File: config.mk
export PLATFORM = sky130hd
export DESIGN_NAME = tmng_ctrl
export DESIGN_NICKNAME = d
export VERILOG_FILES = /design/src/rtl/core/tmng_pkg.sv /design/src/rtl/core/tmng_ctrl.sv
export SDC_FILE = /design/constraint.sdc
export NUM_CORES = 1
export LEC_CHECK = 0
export BUFFER_PORTS_ARGS = -buffer_cell sky130_fd_sc_hd__buf_2
export CAP_MARGIN = 0
export CORE_AREA = 5 5 42 44
export DETAILED_ROUTE_END_ITERATION = 10
export DIE_AREA = 0 0 47 49
export HOLD_SLACK_MARGIN = 0.05
export PLACE_DENSITY = 0.65
export SLEW_MARGIN = 10
export SYNTH_ARGS = -nofsm -noshare
export SYNTH_HDL_FRONTEND = slang
export SYNTH_SLANG_ARGS = --single-unit
File: constraint.sdc
create_clock -name clk -period 1.5 [get_ports clk]
set_input_delay 0.15 -clock clk [delete_from_list [all_inputs] [get_ports clk]]
set_output_delay 0.15 -clock clk [all_outputs]
set_load 0.02 [all_outputs]
File: src/rtl/core/tmng_pkg.sv
package tmng_pkg;

	// symbol and table geometry
	localparam int unsigned ALPHA   = 26;
	localparam int unsigned SYMS    = ALPHA + 1;
	localparam int unsigned ROWW    = ALPHA + 2;
	localparam int unsigned DEPTH   = SYMS * SYMS * ROWW;
	localparam int unsigned AW      = $clog2(DEPTH);
	localparam logic [4:0]  BOUNDARY = 5'(ALPHA);
	localparam logic [4:0]  TOT_SLOT = 5'(ALPHA + 1);

	typedef enum logic [1:0] {
		OP_LEARN_LETTER = 2'd0,
		OP_LEARN_END    = 2'd1,
		OP_DRAW         = 2'd2,
		OP_SPARE        = 2'd3
	} opcode_t;

	typedef enum logic [2:0] {
		ST_LEARNED  = 3'd0,
		ST_DROPPED  = 3'd1,
		ST_LETTER   = 3'd2,
		ST_DONE     = 3'd3,
		ST_REJECTED = 3'd4,
		ST_EMPTY    = 3'd5
	} status_t;

	localparam logic REG_MIN_LENGTH = 1'b0;
	localparam logic REG_MAX_LENGTH = 1'b1;

	typedef struct packed {
		logic [1:0]  opcode;
		logic [4:0]  letter;
		logic [31:0] random_word;
	} in_item_t;

	typedef struct packed {
		logic [2:0] status;
		logic [4:0] out_letter;
		logic [5:0] word_length;
		logic       word_discarded;
	} out_item_t;

	typedef enum logic [3:0] {
		S_CLEAR, S_IDLE, S_RD_TOT, S_WAIT_TOT, S_LRN_INC_TOT, S_LRN_RD_SYM,
		S_LRN_WAIT_SYM, S_LRN_INC_SYM, S_DIV, S_WALK_RD, S_WALK_CHK, S_FINISH, S_OUT
	} state_t;

	// controller to datapath
	typedef struct packed {
		logic load_item;
		logic clr_step;
		logic rd_total;
		logic wr_total_inc;
		logic rd_sym;
		logic wr_sym_inc;
		logic div_start;
		logic div_step;
		logic ld_total;
		logic walk_chk;
		logic finish;
	} cmd_t;

	// datapath to controller
	typedef struct packed {
		logic clr_done;
		logic is_draw;
		logic bad_letter;
		logic total_full;
		logic total_zero;
		logic div_done;
		logic walk_hit;
	} sts_t;

	function automatic logic is_vowel(input logic [4:0] s);
		return (s == 5'd0) || (s == 5'd4) || (s == 5'd8) || (s == 5'd14) || (s == 5'd20);
	endfunction

endpackage

File: src/rtl/core/tmng_ctrl.sv
module tmng_ctrl import tmng_pkg::*; (
	input  logic clk,
	input  logic arst_n,
	input  logic in_valid,
	output logic in_stall,
	output logic out_valid,
	input  logic out_stall,
	input  sts_t sts,
	output cmd_t cmd
);
	state_t state_q, state_d;

	always_ff @(posedge clk or negedge arst_n) begin
		if (!arst_n)
			state_q <= S_CLEAR;
		else
			state_q <= state_d;
	end

	// next state
	always_comb begin
		state_d = state_q;
		case (state_q)
			S_CLEAR:        if (sts.clr_done) state_d = S_IDLE;
			S_IDLE:         if (in_valid) state_d = S_RD_TOT;
			S_RD_TOT:       state_d = S_WAIT_TOT;
			S_WAIT_TOT: begin
				if (sts.is_draw)
					state_d = sts.total_zero ? S_FINISH : S_DIV;
				else if (sts.bad_letter || sts.total_full)
					state_d = S_FINISH;
				else
					state_d = S_LRN_INC_TOT;
			end
			S_LRN_INC_TOT:  state_d = S_LRN_RD_SYM;
			S_LRN_RD_SYM:   state_d = S_LRN_WAIT_SYM;
			S_LRN_WAIT_SYM: state_d = S_LRN_INC_SYM;
			S_LRN_INC_SYM:  state_d = S_FINISH;
			S_DIV:          if (sts.div_done) state_d = S_WALK_RD;
			S_WALK_RD:      state_d = S_WALK_CHK;
			S_WALK_CHK:     state_d = sts.walk_hit ? S_FINISH : S_WALK_RD;
			S_FINISH:       state_d = S_OUT;
			S_OUT:          if (!out_stall) state_d = S_IDLE;
			default:        state_d = S_IDLE;
		endcase
	end

	// outputs
	always_comb begin
		cmd = '0;
		in_stall = (state_q != S_IDLE);
		out_valid = (state_q == S_OUT);
		case (state_q)
			S_CLEAR:        cmd.clr_step = 1'b1;
			S_IDLE:         cmd.load_item = in_valid;
			S_RD_TOT:       cmd.rd_total = 1'b1;
			S_WAIT_TOT: begin
				cmd.ld_total = 1'b1;
				cmd.div_start = sts.is_draw;
			end
			S_LRN_INC_TOT:  cmd.wr_total_inc = 1'b1;
			// hold the symbol address so its count is still read out when incremented
			S_LRN_RD_SYM:   cmd.rd_sym = 1'b1;
			S_LRN_WAIT_SYM: cmd.rd_sym = 1'b1;
			S_LRN_INC_SYM:  cmd.wr_sym_inc = 1'b1;
			S_DIV:          cmd.div_step = 1'b1;
			S_WALK_CHK:     cmd.walk_chk = 1'b1;
			S_FINISH:       cmd.finish = 1'b1;
			default:        ;
		endcase
	end
endmodule

==> flow_metrics.tcl <==
set metrics [dict create \
    synth_xor_area_share_pct 1.847 \
    startpoint_type "flop" \
    mappedNetlistNets 74 \
    grt_max_degree 9 \
    remaining_drc_errors 0 \
    worstPathMaxFanout 4 \
    power_mw 1.556 \
    setup_viol 10 \
    grt_pass1_wl_um 2139 \
    p_switching_uw 630.2 \
    cts-buffers-inserted 3 \
    cts_buffer_depth 2 \
    placed_cell_area_um2 710.7 \
    final_util_pct 63.57 \
    yosys_warnings 0 \
    vdd_drop_max_mv 1.304 \
    stdcell_count 115 \
    die_h_um 49 \
    worst_pin_slew_ns 0.2524 \
    clock-skew-final_ns 0.0008569 \
    grt-ovfl-total 0 \
    cts.clk_slew.worst_paths_ns 0.04 \
    holdWs_ns 0.2501 \
    syn-cell-area_um2 474.2 \
    final_area_um2 890.9 \
    arrival_ns 1.76 \
    dr.pass1.iters 2 \
    synth-compound-area-share_pct 14.25 \
    n_fill_cell 125 \
    required_ns 1.61 \
    period_share_pct 109.6 \
    intPower_uw 925.6 \
    max_slew_margin_pct 83.18 \
    cts_tree "built" \
    root_buffer "clkbuf_4" \
    synth_top_area_share_pct 21.11 \
    rsz0062_at_grt "yes" \
    netlist_top_cells_area "dfrtp_1, ha_1, and2_1, a21oi_1, and3_1" \
    grt_pass1_vias 523 \
    wire_per_inst_um 12.07 \
    die_x_um 47 \
    io_buffers 23 \
    synth-simple-area-share_pct 36.41 \
    p_comb_share_pct 79.6 \
    pwr-share-seq_pct 12.1 \
    regMostFlops "state_q" \
    place_hpwl_um 1084 \
    tns_ns -0.7462 \
    drv_cap 0 \
    switching_share_pct 40.51 \
    synthCells 59 \
    pre_cts_ws_ns -0.2122 \
    layout.cells.most_common "buf_4" \
    synthMuxAreaShare_pct 10.03 \
    rows 14 \
    final_cell_mix "buf_4, buf_2, buf_6, and2_1, a21oi_1" \
    dieArea_mm2 0.002303 \
    ioPinCount 24 \
    hold_violations 0 \
    max_freq_ghz 0.6080 \
    via_per_inst 4.800 \
    dp_cells 109 \
    vias 552 \
    synth_top_family_by_area "simple AND/OR/NAND/NOR gates" \
    synth_adder_area_share_pct 10.55 \
    initial_utilization_pct 33.84 \
    synth_top_area_cell "dfrtp_1" \
    final_nets 116 \
    drt_wl_total_um 1388 \
    track_usage_pct 12.64 \
    final.setup.worst_slack_ns -0.1446 \
    antenna_found_initial 0 \
    syn_to_final_growth_pct 87.86 \
    synth_seq_cells 4 \
    p_clk_share_pct 8.3 \
    slew_violations 0 \
    crit_type "flop to flop" \
    drt_first_iter_violations 4 \
    gp_congestion 0.8996 \
    violations "setup timing" \
    synth_cell_types 27 \
    end_kind "flop" \
    seq_area_frac_synth_pct 21.11 \
    h-tree-depth 1 \
    worstHoldPathType "primary input to asynchronous set/reset pin" \
    reg.largest.list "state_q (4)" \
    p_per_area_mw_per_mm2 1747 \
    largest_reg_flops 4 \
    cellLeakagePower_nw 0.4572 \
    period_needed_ns 1.645 \
    postRouteAntennaNets 0 \
    status "complete, but fails checks" \
    synth_area_per_cell_um2 8.037 \
    clock-sinks 4 \
    clk_latency_ns 0.23 \
    num_antenna_cells 0 \
    coreArea_mm2 0.001401 \
    layout-drive-gt1-share_pct 65.66 \
]
## worst max-delay path, cell delays in order (launching register included)
cell,delay (ns)
dfrtp_1,0.38
inv_2,0.07
ha_4,0.18
nand2_4,0.07
nor3_2,0.05
or4_1,0.50
mux2_4,0.27
## cell usage after synthesis
cell type / count
a211oi_1: 1
a21oi_1: 5
a21oi_2: 1
a2bb2oi_1: 1
and2_1: 5
and3_1: 4
and3b_1: 1
buf_2: 1
buf_4: 1
clkbuf_1: 1
dfrtp_1: 4
ha_1: 4
inv_1: 3
mux2_2: 2
mux2_4: 1
mux2i_1: 1
nand2_1: 5
nand2b_1: 3
nor2_1: 4
nor2b_1: 3
nor3_1: 2
nor3_2: 1
o21a_1: 1
o311a_1: 1
or2_4: 1
or4_1: 1
xor2_1: 1
## power groups by stage
stage          sequential (mW)  clock [mW]  combinational (mW)
6_report                 0.188       0.129                1.24
5_1_grt                  0.192       0.151                1.34
4_1_cts                  0.185       0.138                1.11
3_5_place_dp             0.181           0               0.959
3_3_place_gp             0.182           0               0.944
2_1_floorplan            0.166           0               0.633
## cell type report
class,instances,area [um2],area share (%)
Sequential cell,4,101.3,11.38
Clock buffer,3,22.52,2.528
Inverter,3,11.26,1.264
Tap cell,16,20.02,2.247
Multi-Input combinational cell,49,420.4,47.19
Timing Repair Buffer,40,315.3,35.39
## logic make-up after synthesis
family          count (synthesis)
compound gates                 10
buf+inv                         6
xor+xnor                        1
fa+ha+maj                       4
flops                           4
simple gates                   30
mux                             4
## final timing paths
path	start	end	slack [ns]	depth (start not counted)
max in group asynchronous	arst_n	state_q[2]$_DFFE_PN0P_	1.12	2
min in group clk	sts[2]	state_q[1]$_DFFE_PN0P_	0.39	4
worst min-delay path	arst_n	state_q[1]$_DFFE_PN0P_	0.25	2
worst max register to register	state_q[3]$_DFFE_PN0P_	state_q[0]$_DFFE_PN0P_	-0.14	6
worst min register to register	state_q[2]$_DFFE_PN0P_	state_q[2]$_DFFE_PN0P_	0.67	2
worst max-delay path	state_q[3]$_DFFE_PN0P_	state_q[0]$_DFFE_PN0P_	-0.14	6
## metal layers
layer	vias up	routed length [um]	global-route usage (%)
li1	282	-	-
met1	246	551	14.63
met2	20	719	20.59
met3	4	92	1.476
met4	0	25	8.295
met5	-	0	0
## repair_timing
| item | in CTS | in global routing |
|---|---|---|
| setup buffers | 0 | 2 |
| hold endpoints to repair | 4 | 0 |
| setup endpoints to repair | 17 | 17 |
| gates resized for setup | 22 | 18 |
| hold buffers | 1 | 0 |
| pin swaps | 1 | 2 |
Note: power is estimated with default switching activity, not from simulation.
